### config.mk
export PLATFORM = sky130hd
export DESIGN_NAME = dce_ctrl
export DESIGN_NICKNAME = d
export VERILOG_FILES = /design/src/sv/dce_pkg.sv /design/src/sv/dce_ctrl.sv
export VERILOG_INCLUDE_DIRS = /design/src /design/src/sv
export SDC_FILE = /design/constraint.sdc
export NUM_CORES = 1
export LEC_CHECK = 0
export BUFFER_PORTS_ARGS = -buffer_cell sky130_fd_sc_hd__buf_2
export CORE_MARGIN = 4
export CORE_UTILIZATION = 47
export CTS_BUF_LIST = sky130_fd_sc_hd__clkbuf_16
export CTS_CLUSTER_SIZE = 30
export DETAILED_ROUTE_END_ITERATION = 8
export PLACE_DENSITY = 0.83
export SLEW_MARGIN = 10
export SYNTH_ARGS = -nofsm -noshare
export SYNTH_HDL_FRONTEND = slang
export SYNTH_SLANG_ARGS = --single-unit
### constraint.sdc
create_clock -name aclk -period 2.4 [get_ports aclk]
set_input_delay 0.12 -clock aclk [delete_from_list [all_inputs] [get_ports aclk]]
set_output_delay 0.12 -clock aclk [all_outputs]
set_load 0.02 [all_outputs]
### src/sv/decay_constant_estimator_assert.svh
// ----------------------------------------------------------------------------
// decay constant estimator assertion macros
// concurrent assertion wrappers, empty when SYNTH is defined
// ----------------------------------------------------------------------------
`ifndef DECAY_CONSTANT_ESTIMATOR_ASSERT_SVH
`define DECAY_CONSTANT_ESTIMATOR_ASSERT_SVH
`ifndef SYNTH
`define DCE_ASSERT(lbl, clk, rstn, prop) \
    lbl: assert property (@(posedge clk) disable iff (!rstn) prop) \
        else $error("dce assertion failed");
`define DCE_ASSERT_NEXT(lbl, clk, rstn, ante, cons) \
    lbl: assert property (@(posedge clk) disable iff (!rstn) (ante) |=> (cons)) \
        else $error("dce sequence assertion failed");
`else
`define DCE_ASSERT(lbl, clk, rstn, prop)
`define DCE_ASSERT_NEXT(lbl, clk, rstn, ante, cons)
`endif
`endif

### src/sv/dce_pkg.sv
// ----------------------------------------------------------------------------
// dce_pkg
// shared constants, command and status types for the decay constant estimator
// ----------------------------------------------------------------------------
`default_nettype none

package dce_pkg;

    localparam int TRACE_LEN = 4096;
    localparam int ADDR_W    = $clog2(TRACE_LEN);
    localparam int CNT_W     = ADDR_W + 1;
    localparam int SMP_W     = 16;
    localparam int P_W       = 2 * ADDR_W;
    localparam int W_W       = 3 * ADDR_W + 3;
    localparam int PR_W      = W_W + SMP_W + 1;
    localparam int SUM_W     = 64;
    localparam int LOG_W     = 38;
    localparam int NUM_W     = 49;
    localparam int DEN_W     = 38;
    localparam int DVD_W     = 51;
    localparam int REM_W     = DEN_W + 1;
    localparam int TAU_W     = 48;

    localparam logic [15:0]      CLK_PERIOD_RST = 16'd4000;
    localparam logic [32:0]      LOG2E_Q32      = 33'd6196328019;
    localparam logic [15:0]      RECIP10        = 16'd6554;
    localparam logic [5:0]       LOG_E_MAX      = 6'd63;
    localparam logic [4:0]       LOG_BITS_LAST  = 5'd31;
    localparam logic [5:0]       DIV_STEPS_LAST = 6'(DVD_W - 1);

    typedef enum logic [1:0] {
        ST_OK      = 2'd0,
        ST_EMPTY   = 2'd1,
        ST_NOT_POS = 2'd2,
        ST_ONE     = 2'd3
    } dce_status_t;

    typedef enum logic [4:0] {
        S_LOAD,
        S_SETUP,
        S_PREF,
        S_SUM_A,
        S_SUM_B,
        S_SUM_C,
        S_SUM_D,
        S_CHECK,
        S_LOG_INIT,
        S_LOG_INIT_B,
        S_LOG_NORM,
        S_LOG_SQ,
        S_LOG_FIX,
        S_DIV_INIT,
        S_DIV_PREP,
        S_DIV_STEP,
        S_FIN,
        S_OUT
    } dce_state_t;

    typedef struct packed {
        logic load;
        logic setup;
        logic pref;
        logic sum_a;
        logic sum_b;
        logic sum_c;
        logic sum_d;
        logic check;
        logic log_init;
        logic log_b;
        logic log_norm;
        logic log_sq;
        logic log_fix;
        logic div_init;
        logic div_prep;
        logic div_step;
        logic fin;
        logic out_load;
    } dce_cmd_t;

    typedef struct packed {
        logic last_k;
        logic n_le1;
        logic status_nz;
        logic log_normed;
        logic log_done;
        logic log_is_b;
        logic den_zero;
        logic div_done;
    } dce_sts_t;

endpackage

`default_nettype wire

### src/sv/dce_ctrl.sv
// ----------------------------------------------------------------------------
// dce_ctrl
// sequencer for load, window sweep, log2, divide and result handoff
// ----------------------------------------------------------------------------
`default_nettype none
`include "decay_constant_estimator_assert.svh"

module dce_ctrl (
    input  wire logic               aclk,
    input  wire logic               aresetn,
    input  wire logic               s_valid,
    output logic                    s_ready,
    input  wire logic               s_last_sample,
    output logic                    m_valid,
    input  wire logic               m_ready,
    output dce_pkg::dce_cmd_t       cmd,
    input  wire dce_pkg::dce_sts_t  sts
);
    import dce_pkg::*;

    dce_state_t state_reg, state_next;
    logic       m_valid_reg, m_valid_next;

    always_ff @(posedge aclk) begin
        if (!aresetn) begin
            state_reg   <= S_LOAD;
            m_valid_reg <= 1'b0;
        end else begin
            state_reg   <= state_next;
            m_valid_reg <= m_valid_next;
        end
    end

    always_comb begin
        state_next = state_reg;
        cmd        = '0;
        s_ready    = 1'b0;
        unique case (state_reg)
            S_LOAD: begin
                s_ready = 1'b1;
                if (s_valid) begin
                    cmd.load = 1'b1;
                    if (s_last_sample) begin
                        state_next = S_SETUP;
                    end
                end
            end
            S_SETUP: begin
                cmd.setup  = 1'b1;
                state_next = S_PREF;
            end
            S_PREF: begin
                cmd.pref   = 1'b1;
                state_next = sts.n_le1 ? S_CHECK : S_SUM_A;
            end
            S_SUM_A: begin
                cmd.sum_a  = 1'b1;
                state_next = S_SUM_B;
            end
            S_SUM_B: begin
                cmd.sum_b  = 1'b1;
                state_next = S_SUM_C;
            end
            S_SUM_C: begin
                cmd.sum_c  = 1'b1;
                state_next = S_SUM_D;
            end
            S_SUM_D: begin
                cmd.sum_d  = 1'b1;
                state_next = sts.last_k ? S_CHECK : S_SUM_A;
            end
            S_CHECK: begin
                cmd.check  = 1'b1;
                state_next = S_LOG_INIT;
            end
            S_LOG_INIT: begin
                if (sts.status_nz) begin
                    state_next = S_FIN;
                end else begin
                    cmd.log_init = 1'b1;
                    state_next   = S_LOG_NORM;
                end
            end
            S_LOG_INIT_B: begin
                cmd.log_init = 1'b1;
                cmd.log_b    = 1'b1;
                state_next   = S_LOG_NORM;
            end
            S_LOG_NORM: begin
                cmd.log_norm = 1'b1;
                if (sts.log_normed) begin
                    state_next = S_LOG_SQ;
                end
            end
            S_LOG_SQ: begin
                cmd.log_sq = 1'b1;
                state_next = S_LOG_FIX;
            end
            S_LOG_FIX: begin
                cmd.log_fix = 1'b1;
                if (!sts.log_done) begin
                    state_next = S_LOG_SQ;
                end else if (sts.log_is_b) begin
                    state_next = S_DIV_INIT;
                end else begin
                    state_next = S_LOG_INIT_B;
                end
            end
            S_DIV_INIT: begin
                cmd.div_init = 1'b1;
                state_next   = S_DIV_PREP;
            end
            S_DIV_PREP: begin
                cmd.div_prep = 1'b1;
                state_next   = sts.den_zero ? S_FIN : S_DIV_STEP;
            end
            S_DIV_STEP: begin
                cmd.div_step = 1'b1;
                if (sts.div_done) begin
                    state_next = S_FIN;
                end
            end
            S_FIN: begin
                cmd.fin    = 1'b1;
                state_next = S_OUT;
            end
            S_OUT: begin
                if (!m_valid_reg || m_ready) begin
                    cmd.out_load = 1'b1;
                    state_next   = S_LOAD;
                end
            end
            default: begin
                state_next = S_LOAD;
            end
        endcase
    end

    always_comb begin
        m_valid_next = m_valid_reg;
        if (m_valid_reg && m_ready) begin
            m_valid_next = 1'b0;
        end
        if (cmd.out_load) begin
            m_valid_next = 1'b1;
        end
    end

    assign m_valid = m_valid_reg;

    `DCE_ASSERT(a_out_free, aclk, aresetn, cmd.out_load |-> (!m_valid_reg || m_ready))
    `DCE_ASSERT_NEXT(a_last_setup, aclk, aresetn, s_valid && s_ready && s_last_sample, state_reg == S_SETUP)
    `DCE_ASSERT_NEXT(a_div_fin, aclk, aresetn, state_reg == S_DIV_STEP && sts.div_done, state_reg == S_FIN)

endmodule

`default_nettype wire

## Word level (Yosys, flattened, before mapping)

Cells that the tools add are included.

- Bits in registers: 6
- Output and inout port bits: 20

- Equal/unequal tests: 22
- Multiplexer cells: 36
- Reduce and logical (&&, ||, !) cells: 6

Operators by type and width:

| operator | count |
|---|---|
| $pmux 5 s18 | 1 |
| $eq 5x4->1 const B | 8 |
| $mux 5 | 8 |
| $mux 1 | 23 |
| $eq 5x3->1 const B | 4 |
| $eq 5x2->1 const B | 2 |
| $eq 5x5->1 const B | 2 |
| $ne 2x2->1 const B | 5 |
| $mux 3 | 3 |
| $eq 5x1->1 const B | 1 |
| $logic_not 5->1 | 1 |
| $reduce_and 5->1 | 1 |
| $pmux 1 s2 | 1 |
| $reduce_bool 2->1 | 1 |
| $logic_and 1x1->1 | 1 |
| $logic_not 1->1 | 1 |
| $logic_or 1x1->1 | 1 |

## Logic depth before layout (Yosys ltp)

Gate-level depths: netlist (run 1).

- Depth in word-level cells: 5
- Mapped depth: 6

## Worst setup path before layout (run 1)

Ideal clock, no wire load.

- Kind: reg-to-output
- Start point: reg state_reg[0]
- End point: out cmd[10] in the netlist's numbering
- Arrival time: 1.435 ns
- Data required time: 2.280 ns
- Setup slack: 0.845 ns
- Stages on the path, launching flop included: 5
- Path buffers: 2
- Path through: dfxtp_1 > buf_2 > clkbuf_1 > or3b_1 > nor2_1

RTL lines:

| element | RTL line | RTL |
|---|---|---|
| from (decl) | dce_ctrl.sv:21 | `dce_state_t state_reg, state_next;` |
| from (signal assigned) | dce_ctrl.sv:29 | `state_reg <= state_next;` |
| to (decl) | dce_ctrl.sv:16 | `output dce_pkg::dce_cmd_t cmd,` |

## Worst setup path after layout (run 1)

- Start point: reg state_reg[0]
- End point: reg state_reg[4]

- Longest elaborated chain between the ends: 3
- Elaborated cells between the ends (all ways): 25
- Those cells by class: 22 x eq/ne; 1 x mux; 2 x reduce/logical

Ends and longest elaborated chain:

| element | RTL line | RTL |
|---|---|---|
| $eq 5x5->1, or another cell as far along | dce_ctrl.sv:38 | `unique case (state_reg)` |
| $ne 2x2->1 (no line) | n/a |  |
| $reduce_and 5->1 (no line) | n/a |  |

Several ways; a longest one is shown, not always the timed one.
A chain may end at the register's enable or synchronous reset.

==> results by group, run 1 <==
Synthesis
  • Synthesized net count: 110
  • Ys flop type: dfxtp_1
  • Top cells by area, synth: dfxtp_1 18%, nor2_1 10%, nand2_1 5.2%
  • Post-synth EDFFs: 0
  • Post-synth top area cell: dfxtp_1
  • Yosys top cell area share: 0.184
  • Fraction of registers with async set/reset: 0
  • YS warnings: 0
  • Synth cell types: 39
  • Synthesized instance count: 97
  • Number of synthesized register bits: 6
  • Avg Inst Size Synth: 6.75 µm²
  • Mapped cell area: 654 µm²
  • Seq/Total Area, Yosys: 0.184

Run status
  • Status: finished, final reports clean

GRT
  • GR met2 Demand/Resource: 0.314
  • Global routing's busiest layer: met2
  • Number of global-route vias before repair: 684
  • Met1 Usage GRT: 0.256
  • Grt ovf: 0
  • Met3 Track Usage GR: 0.0279
  • First-pass GRT wire length: 2970 µm
  • Total track usage: 0.193
  • Largest net degree at the start of global routing: 20
  • Initial antenna violation count: 0

Setup path
  • CP arrival: 2.03 ns
  • Crit. End Element: register
  • CP Class: register to register
  • Crit-path slowest cell: dfxtp_1
  • Worst path max stage delay: 0.69 ns
  • CP cell instances: nand3b_1, or3_1, o31ai_2, nor3_1, o21a_1
  • Startpoint types: register
  • CP Buf/Inv Count: 0
  • Top fanout value on the critical path: 19
  • Crit path depth: 5
  • Top Family by Delay on Critical Path: simple AND/OR/NAND/NOR gates
  • Worst r2r path cells: 5
  • Critical Path RT: 2.51 ns

Power and ir drop
  • PwrDens: 785 nW/µm²
  • Sequential share of power: 0.234
  • Sw frac: 0.363
  • Power Internal: 0.431 mW
  • Logic pwr share: 0.367
  • Worst-case vdd ir drop: 0.000347 V
  • Clock power frac: 0.399
  • Switching power: 0.245 mW
  • P_leak: 0.400 nW

Timing
  • Max Slew Vio Count: 0
  • Worst-margin pin slew: 0.597 ns
  • Worst Skew: 0.00265 ns
  • Max Clk Rate: 521 MHz
  • Period minus WS final: 1.92 ns
  • Final worst slack: 0.479 ns
  • RSZ-0062 raised after global routing: no
  • Period Utilization, post-route: 0.800
  • Setup_tns: 0 ns
  • Max_slew headroom: 0.602
  • Setup violators final: 0
  • Hold Vio Cnt, Final: 0

Placed design
  • IO buf count: 32
  • Post-DP HPWL: 1390 µm
  • Dpl ws: 0.551 ns
  • GP Congestion: 0.863
  • Placed Area: 786 µm²

CTS
  • Resize count post-CTS: 0
  • Clock slew at reported path FFs: 0.03 ns
  • Hold buffers post-CTS: 0
  • Clock buffer count from CTS: 3
  • H-tree levels: 1
  • Clock root buffer: clkbuf_16
  • CTS tree: done
  • Max Root-Sink Buffers: 2
  • Skew-Pair Late Insertion Delay: 0.23 ns
  • CTS Sinks: 6
  • Post-CTS Setup Bufs: 0

Hold path
  • Hold depth: 2
  • Worst min-delay path class: input port to register

Die
  • Die height: 45.3 µm
  • Die ar.: 2050 µm²
  • Core box area: 1300 µm²
  • Row count: 13
  • IO Pins: 33
  • Width of the die: 45.3 µm
  • Initial Util: 0.503

Cells and area
  • Antenna fix cells: 0
  • Max FFs per register: 5
  • Design Area, Final: 861 µm²
  • Share of post-route cells with drive strength above 1: 0.315
  • Final #Nets: 139
  • Fin util: 0.662
  • Area grow syn2layout: 31.5%

Route
  • Vias per cell: 5.66
  • WL final: 1890 µm
  • WL/cell: 13.6 µm
  • Via Count: 787
  • Drt drc: 0
  • DR iter-0 viols: 22
  • DR pass1 iterations: 4
  • Post-route antenna net violation count: 0

Job
  • Max_cap viols: 0
layer usage:
layer | part of all wire | up-vias
met5 | 0 | -
met4 | 0.016 | 0
met3 | 0.053 | 5
met2 | 0.49 | 24
met1 | 0.44 | 360
li1 | - | 398
cell usage after synthesis, types with 3 or more instances:
cell type	n
a31oi_1	3
or3_1	3
nor2b_1	5
nor2_1	18
nor3_1	3
inv_1	3
nand2_1	9
buf_2	5
o21ai_0	4
a21oi_1	5
dfxtp_1	6
logic make-up (layout without fill, tap and decap cells):
| kind of cell | count (synthesis) | in the layout | share of synthesized area |
|---|---|---|---|
| and+or+nand+nor | 52 | 52 | 0.400 |
| AOI/OAI and AO/OA | 27 | 27 | 0.312 |
| buffers and inverters | 11 | 38 | 0.0899 |
| DFF | 6 | 6 | 0.184 |
| muxes | 1 | 1 | 0.0153 |
cell type report:
| type | instances | area (µm²) |
|---|---|---|
| clock buffers | 3 | 75.1 |
| well taps | 15 | 18.8 |
| inverters | 3 | 11.3 |
| flip-flops and latches | 6 | 120 |
| multi-input cells | 80 | 475 |
| repair buffers | 32 | 160 |
| fillers | 125 | 440 |
through the flow:
stage / hold WS (ns) / std cells / power, mW
after floorplan: 0.238 / 97 / 0.353
after global placement: 0.403 / 136 / 0.397
after detailed placement: 0.414 / 136 / 0.405
after CTS: 0.197 / 139 / 0.677
after global routing: 0.205 / 139 / 0.712
final: 0.202 / 139 / 0.676
power groups by stage:
stage | logic [mW] | clock network, mW | registers [mW]
floorplan | 0.235 | 0 | 0.118
global placement | 0.242 | 0 | 0.155
detailed placement | 0.247 | 0 | 0.158
CTS | 0.249 | 0.272 | 0.156
global route | 0.275 | 0.275 | 0.162
finish | 0.248 | 0.270 | 0.158
cell usage in the layout (no fill, tap or decap), drive strengths merged, types with 2 or more instances in the layout:
cell / count
inv: 3
clkbuf: 3
dfxtp: 6
and3: 2
buf: 32
nand3: 2
nand2: 9
or3: 3
o41ai: 2
a21oi: 5
o21ai: 5
a21boi: 3
nor2: 18
and2: 2
a31oi: 3
nor3: 4
nor2b: 5
nand2b: 2
path summary, 6_finish.rpt:
path	startpoint	end	slack, ns
setup / recovery	state_reg[0]	state_reg[4]	0.48
hold / removal	aresetn	m_valid	0.20
setup reg to reg	state_reg[0]	state_reg[4]	0.48
hold reg to reg	m_valid	m_valid	0.60
Note: power is estimated with default switching activity, not from simulation.
==> inputs of run 2 (changes only) <==
--- a/config.mk
+++ b/config.mk
@@ -8,11 +8,11 @@
 export LEC_CHECK = 0
 export BUFFER_PORTS_ARGS = -buffer_cell sky130_fd_sc_hd__buf_2
 export CORE_MARGIN = 4
-export CORE_UTILIZATION = 47
+export CORE_UTILIZATION = 44
 export CTS_BUF_LIST = sky130_fd_sc_hd__clkbuf_16
 export CTS_CLUSTER_SIZE = 30
 export DETAILED_ROUTE_END_ITERATION = 8
-export PLACE_DENSITY = 0.83
+export PLACE_DENSITY = 0.79
 export SLEW_MARGIN = 10
 export SYNTH_ARGS = -nofsm -noshare
 export SYNTH_HDL_FRONTEND = slang
==> constraint.sdc (replaced) <==
create_clock -name aclk -period 1.95 [get_ports aclk]
set_input_delay 0.0975 -clock aclk [delete_from_list [all_inputs] [get_ports aclk]]
set_output_delay 0.0975 -clock aclk [all_outputs]
set_load 0.02 [all_outputs]
==> run 2 against run 1 <==
Effect of this change:
- cell count rose by 5.0%
- flip-flop and latch count did not move
- critical path depth stayed put
- cell area rose by 6.1%
- critical endpoint is now state_reg[3]
- largest cell class unchanged
==> results by group, run 2 (synthesis gave the netlist of run 1 again) <==
Run status
  • Status: finished, final reports clean

Route
  • DR iter-0 viols: 38 (+73%)
  • Met2 Wirelength: 929 µm (-0.43%)
  • WL final: 2030 µm (+7.4%)
  • DR pass1 iterations: 4 (unchanged)
  • Max Used Layer: met4
  • Post-route antenna net violation count: 0 (unchanged)
  • WL met3: 199 µm (+97%)
  • Drt drc: 0 (unchanged)
  • WL/cell: 13.9 µm (+2.3%)
  • WL met1: 861 µm (+4.5%)
  • Vias per cell: 5.62 (-0.68%)
  • Via Count: 821 (+4.3%)

Job
  • Max_cap viols: 0 (unchanged)

Timing
  • Setup violators final: 0 (unchanged)
  • Period Utilization, post-route: 0.876 (+0.0760)
  • Setup_tns: 0 ns (unchanged)
  • Max Clk Rate: 585 MHz (+12%)
  • Hold Vio Cnt, Final: 0 (unchanged)
  • RSZ-0062 raised after global routing: no
  • Worst-margin pin slew: 0.446 ns (-0.150 ns)
  • Worst Skew: 0.000814 ns (-0.00184 ns)
  • Period minus WS final: 1.71 ns (-0.212 ns)
  • Max_slew headroom: 0.701 (+0.0991)
  • Max Slew Vio Count: 0 (unchanged)

CTS
  • Clock buffer count from CTS: 3 (unchanged)
  • Skew-Pair Late Insertion Delay: 0.23 ns (about the same)
  • Clock root buffer: clkbuf_16
  • CTS Sinks: 6 (unchanged)
  • Hold buffers post-CTS: 0 (unchanged)
  • Max Root-Sink Buffers: 2 (unchanged)
  • H-tree levels: 1 (unchanged)
  • Resize count post-CTS: 0 (unchanged)
  • Post-CTS Setup Bufs: 0 (unchanged)
  • CTS tree: done
  • Clock slew at reported path FFs: 0.03 ns (about the same)

GRT
  • Total track usage: 0.209 (+0.0159)
  • First-pass GRT wire length: 3220 µm (+8.4%)
  • Number of global-route vias before repair: 696 (+1.8%)
  • Grt ovf: 0 (unchanged)
  • Initial antenna violation count: 0 (unchanged)
  • Largest net degree at the start of global routing: 12 (-40%)

Power and ir drop
  • Worst-case vdd ir drop: 0.000594 V (+71%)
  • PwrDens: 964 nW/µm² (+23%)
  • P_leak: 0.435 nW (+8.8%)
  • Total Power: 0.880 mW (+30%)

Cells and area
  • Most frequent cells in the layout: 32 x buf_2, 18 x nor2_1, 9 x nand2_1, 7 x buf_4, 6 x dfxtp_1
  • Most common cell after layout, fill and taps aside: buf_2
  • Final #Nets: 146 (+5.0%)
  • Antenna fix cells: 0 (unchanged)
  • Area grow syn2layout: 39.6%
  • FILL cells: 116 (-7.2%)
  • Max FFs per register: 5 (unchanged)
  • Share of post-route cells with drive strength above 1: 0.351 (+0.0366)

Setup path
  • CP cell instances: nand3b_1, or3_1, o31ai_2, or3_1, o41ai_2
  • CP Class: register to register
  • CP most frequent cell: or3_1
  • Top fanout value on the critical path: 11 (-8)
  • Critical Path RT: 2.08 ns (-0.43 ns)
  • CP Buf/Inv Count: 0 (unchanged)
  • Worst path max stage delay: 0.52 ns (-0.17 ns)
  • Startpoint types: register
  • Crit. End Element: register
  • Crit-path slowest cell: dfxtp_1
  • CP arrival: 1.84 ns (-0.19 ns)
  • Top Family by Delay on Critical Path: simple AND/OR/NAND/NOR gates

Hold path
  • Worst min-delay path class: input port to register

Die
  • Row count: 13 (unchanged)
  • Core box area: 1350 µm² (+3.7%)
  • IO Pins: 33 (unchanged)
  • Die ar.: 2170 µm² (+5.6%)
  • Width of the die: 46.6 µm (+2.8%)
  • Initial Util: 0.485 (-0.0182)
  • Die height: 46.6 µm (+2.8%)

Placed design
  • IO buf count: 32 (unchanged)
  • Post-DP HPWL: 1520 µm (+9.5%)
  • GP Congestion: 0.914 (+6.0%)
==> run 2: cell count changes in the layout (fill, tap and decap cells not counted) <==
cell and change:
buf_4 +7
==> run 2: where the power goes <==
group / internal, mW / switching [mW]
clock: 0.263 / 0.0662
sequential: 0.138 / 0.0262
combinational: 0.162 / 0.225
total: 0.563 / 0.317
==> run 2: through the flow <==
stage	utilization	instances	hold WS, ns	instance area [µm²]	setup slack (ns)
after floorplan	-	97	0.215	654	0.417
after global placement	0.621	143	0.387	838	0.332
after detailed placement	0.621	143	0.381	838	0.292
after CTS	0.677	146	0.147	913	0.261
after global routing	0.677	146	0.157	913	0.136
final	0.677	146	0.148	913	0.241
==> run 2: worst paths after layout <==
path / start / to / slack [ns] / cells after the start
max reg2reg: state_reg[4] / state_reg[3] / 0.24 / 5
min reg2reg: m_valid / m_valid / 0.60 / 2
max: state_reg[4] / state_reg[3] / 0.24 / 5
min: aresetn / state_reg[4] / 0.15 / 2
==> run 2: cell type report <==
cell class                 count  area (µm²)  share of cell area
multi-input combinational     80         475               0.521
timing repair buffer          39         213               0.233
sequential                     6         120               0.132
clock buffer                   3        75.1              0.0822
tap                           15        18.8              0.0205
inverter                       3        11.3              0.0123
==> run 2: routing by layer <==
metal	vias to the layer above	GRT usage
li1	409	-
met1	352	0.288
met2	52	0.299
met3	8	0.0664
met4	0	0.0739
met5	-	0
==> inputs of run 3 (changes only) <==
--- a/config.mk
+++ b/config.mk
@@ -6,13 +6,13 @@
 export SDC_FILE = /design/constraint.sdc
 export NUM_CORES = 1
 export LEC_CHECK = 0
-export BUFFER_PORTS_ARGS = -buffer_cell sky130_fd_sc_hd__buf_2
+export BUFFER_PORTS_ARGS = -buffer_cell sky130_fd_sc_hd__clkbuf_2
 export CORE_MARGIN = 4
-export CORE_UTILIZATION = 44
+export CORE_UTILIZATION = 40
 export CTS_BUF_LIST = sky130_fd_sc_hd__clkbuf_16
 export CTS_CLUSTER_SIZE = 30
 export DETAILED_ROUTE_END_ITERATION = 8
-export PLACE_DENSITY = 0.79
+export PLACE_DENSITY = 0.73
 export SLEW_MARGIN = 10
 export SYNTH_ARGS = -nofsm -noshare
 export SYNTH_HDL_FRONTEND = slang
==> run 3 against run 2 <==
Effect of this change:
- register-to-register slack worse by 0.06 ns
- cell area is 3.0% lower
- first-iteration DRC count is 61% lower
- via count is 4.8% lower
- combinational power is 16% lower
- highest routed layer unchanged
- clock power is 3% higher
- core utilization is 9.5 points lower
- setup slack worse by 0.057 ns
- worst hold slack better by 0.0073 ns
- critical endpoint is now state_reg[0]
- die area is 8.2% higher
- sequential share of layout area is 0.55 points higher
==> results by group, run 3 (synthesis gave the netlist of run 1 again) <==
Setup path
  • Critical path destination: state_reg[0]
  • Top fanout value on the critical path: 12 (+1)
  • RR Endpoint: state_reg[0]
  • CP startpoint: state_reg[2]
  • Worst r2r path cells: 5 (unchanged)
  • FF-to-FF setup slack: 0.18 ns (-0.06 ns)
  • Worst path max stage delay: 0.54 ns (+0.02 ns)
  • Critical R2R Launch: state_reg[2]
  • CP cell instances: or2_1, nand2_1, a221o_1, or3_1, a21boi_1
  • Critical Path RT: 2.11 ns (+0.03 ns)
  • CP Class: register to register
  • Startpoint types: register
  • Crit. End Element: register
  • CP arrival: 1.93 ns (+0.09 ns)
  • Crit-path slowest cell: dfxtp_1

Timing
  • Hold Vio Cnt, Final: 0 (unchanged)
  • RSZ-0062 raised after global routing: no
  • Worst Skew: 0.00180 ns (+0.000987 ns)
  • Hold Slack: 0.155 ns (+0.00734 ns)
  • Setup_tns: 0 ns (unchanged)
  • Max Clk Rate: 566 MHz (-3.2%)
  • Setup violators final: 0 (unchanged)
  • Max_slew headroom: 0.655 (-0.0456)
  • Worst-margin pin slew: 0.517 ns (+0.0704 ns)
  • Max Slew Vio Count: 0 (unchanged)
  • Period minus WS final: 1.77 ns (+0.0567 ns)
  • Period Utilization, post-route: 0.905 (+0.0291)

Power and ir drop
  • P_leak: 0.401 nW (-7.9%)
  • PwrDens: 962 nW/µm² (-0.24%)
  • Worst-case vdd ir drop: 0.000418 V (-30%)

GRT
  • Total track usage: 0.173 (-0.0357)
  • GR met2 Demand/Resource: 0.252 (-0.0473)
  • Global routing's busiest layer: met2
  • Number of global-route vias before repair: 712 (+2.3%)
  • Largest net degree at the start of global routing: 17 (+5)
  • Met1 Usage GRT: 0.225 (-0.0629)
  • Grt ovf: 0 (unchanged)
  • Met3 Track Usage GR: 0.0337 (-0.0327)
  • Initial antenna violation count: 0 (unchanged)
  • First-pass GRT wire length: 3280 µm (+1.7%)

CTS
  • CTS tree: done
  • Max Root-Sink Buffers: 2 (unchanged)
  • Hold buffers post-CTS: 0 (unchanged)
  • Clock root buffer: clkbuf_16
  • H-tree levels: 1 (unchanged)
  • Clock slew at reported path FFs: 0.04 ns (about the same)
  • CTS Sinks: 6 (unchanged)
  • Skew-Pair Late Insertion Delay: 0.23 ns (about the same)
  • Clock buffer count from CTS: 3 (unchanged)

Cells and area
  • Final #Nets: 142 (-2.7%)
  • Multi-input logic area: 475 µm² (unchanged)
  • Antenna fix cells: 0 (unchanged)
  • Area grow syn2layout: 35.4%
  • Most frequent cells in the layout: 32 x clkbuf_2, 18 x nor2_1, 9 x nand2_1
  • Final std cells w/o fill: 143 (-2.1%)
  • Most common cell after layout, fill and taps aside: clkbuf_2
  • FILL cells: 151 (+30%)
  • FF/Latch Area: 121 µm² (+1.0%)
  • Share of post-route cells with drive strength above 1: 0.339 (-0.0126)
  • Max FFs per register: 5 (unchanged)

Placed design
  • Post-DP HPWL: 1400 µm (-7.9%)
  • IO buf count: 32 (unchanged)
  • Dpl cells: 140 (-2.1%)
  • GP Congestion: 0.862 (-5.7%)

Die
  • Core box area: 1520 µm² (+13%)
  • Die ar.: 2350 µm² (+8.2%)
  • IO Pins: 33 (unchanged)
  • Row count: 14 (+1)
  • Width of the die: 48.4 µm (+4.0%)
  • Die height: 48.4 µm (+4.0%)
  • Initial Util: 0.429 (-0.0553)

Route
  • Post-route antenna net violation count: 0 (unchanged)
  • DR iter-0 viols: 15 (-61%)
  • Via Count: 782 (-4.8%)
  • Vias per cell: 5.47 (-2.8%)
  • WL final: 1870 µm (-8.1%)
  • DR pass1 iterations: 4 (unchanged)
  • WL/cell: 13.0 µm (-6.2%)
  • Drt drc: 0 (unchanged)

Job
  • Max_cap viols: 0 (unchanged)

Run status
  • Status: finished, final reports clean

Hold path
  • Worst min-delay path class: input port to register
[run 3: metal layers]
| layer | vias up | wire length [µm] |
|---|---|---|
| li1 | 404 | - |
| met1 | 340 | 800 |
| met2 | 30 | 857 |
| met3 | 8 | 129 |
| met4 | 0 | 78 |
| met5 | - | 0 |
[run 3: area by class of cell]
type | instances | share of cell area
multi-input combinational | 80 | 0.537
timing repair buffer | 35 | 0.206
sequential | 6 | 0.137
clock buffer | 3 | 0.0847
tap | 16 | 0.0226
inverter | 3 | 0.0127
[run 3: stage by stage]
stage	total power [mW]	instance area [µm²]	worst slack [ns]	utilization
after floorplan	0.434	654	0.417	-
after global placement	0.509	810	0.162	0.531
after detailed placement	0.511	810	0.159	0.531
after CTS	0.853	885	0.149	0.580
after global routing	0.905	886	0.0193	0.581
final	0.852	886	0.184	0.581
[run 3: worst max-delay path, delay by kind of cell, from the launching register on]
kind	cells	cell delay (ns)
simple gates	3	0.72
flops	1	0.54
compound gates	2	0.43
[run 3: power by group]
part | leakage (nW) | total (mW) | internal (mW) | switching (mW)
clock network | 0.0370 | 0.340 | 0.264 | 0.0761
registers | 0.0492 | 0.186 | 0.139 | 0.0473
logic | 0.315 | 0.326 | 0.136 | 0.189
[run 3: worst min-delay path by stage]
stage	slack, ns	depth (start not counted)	to	startpoint
2_1_floorplan	0.22	1	state_reg[4]	aresetn
3_3_place_gp	0.39	2	state_reg[4]	aresetn
3_5_place_dp	0.38	2	state_reg[4]	aresetn
4_1_cts	0.16	2	state_reg[4]	aresetn
5_1_grt	0.17	2	state_reg[4]	aresetn
6_report	0.15	2	state_reg[4]	aresetn
[run 3: repair_timing]
item | 4_1_cts | 5_1_grt
gates resized for setup | 0 | 1
buffers inserted | 0 | 0
endpoints found under the setup margin | 0 | 1
endpoints found under the hold margin | 0 | 0
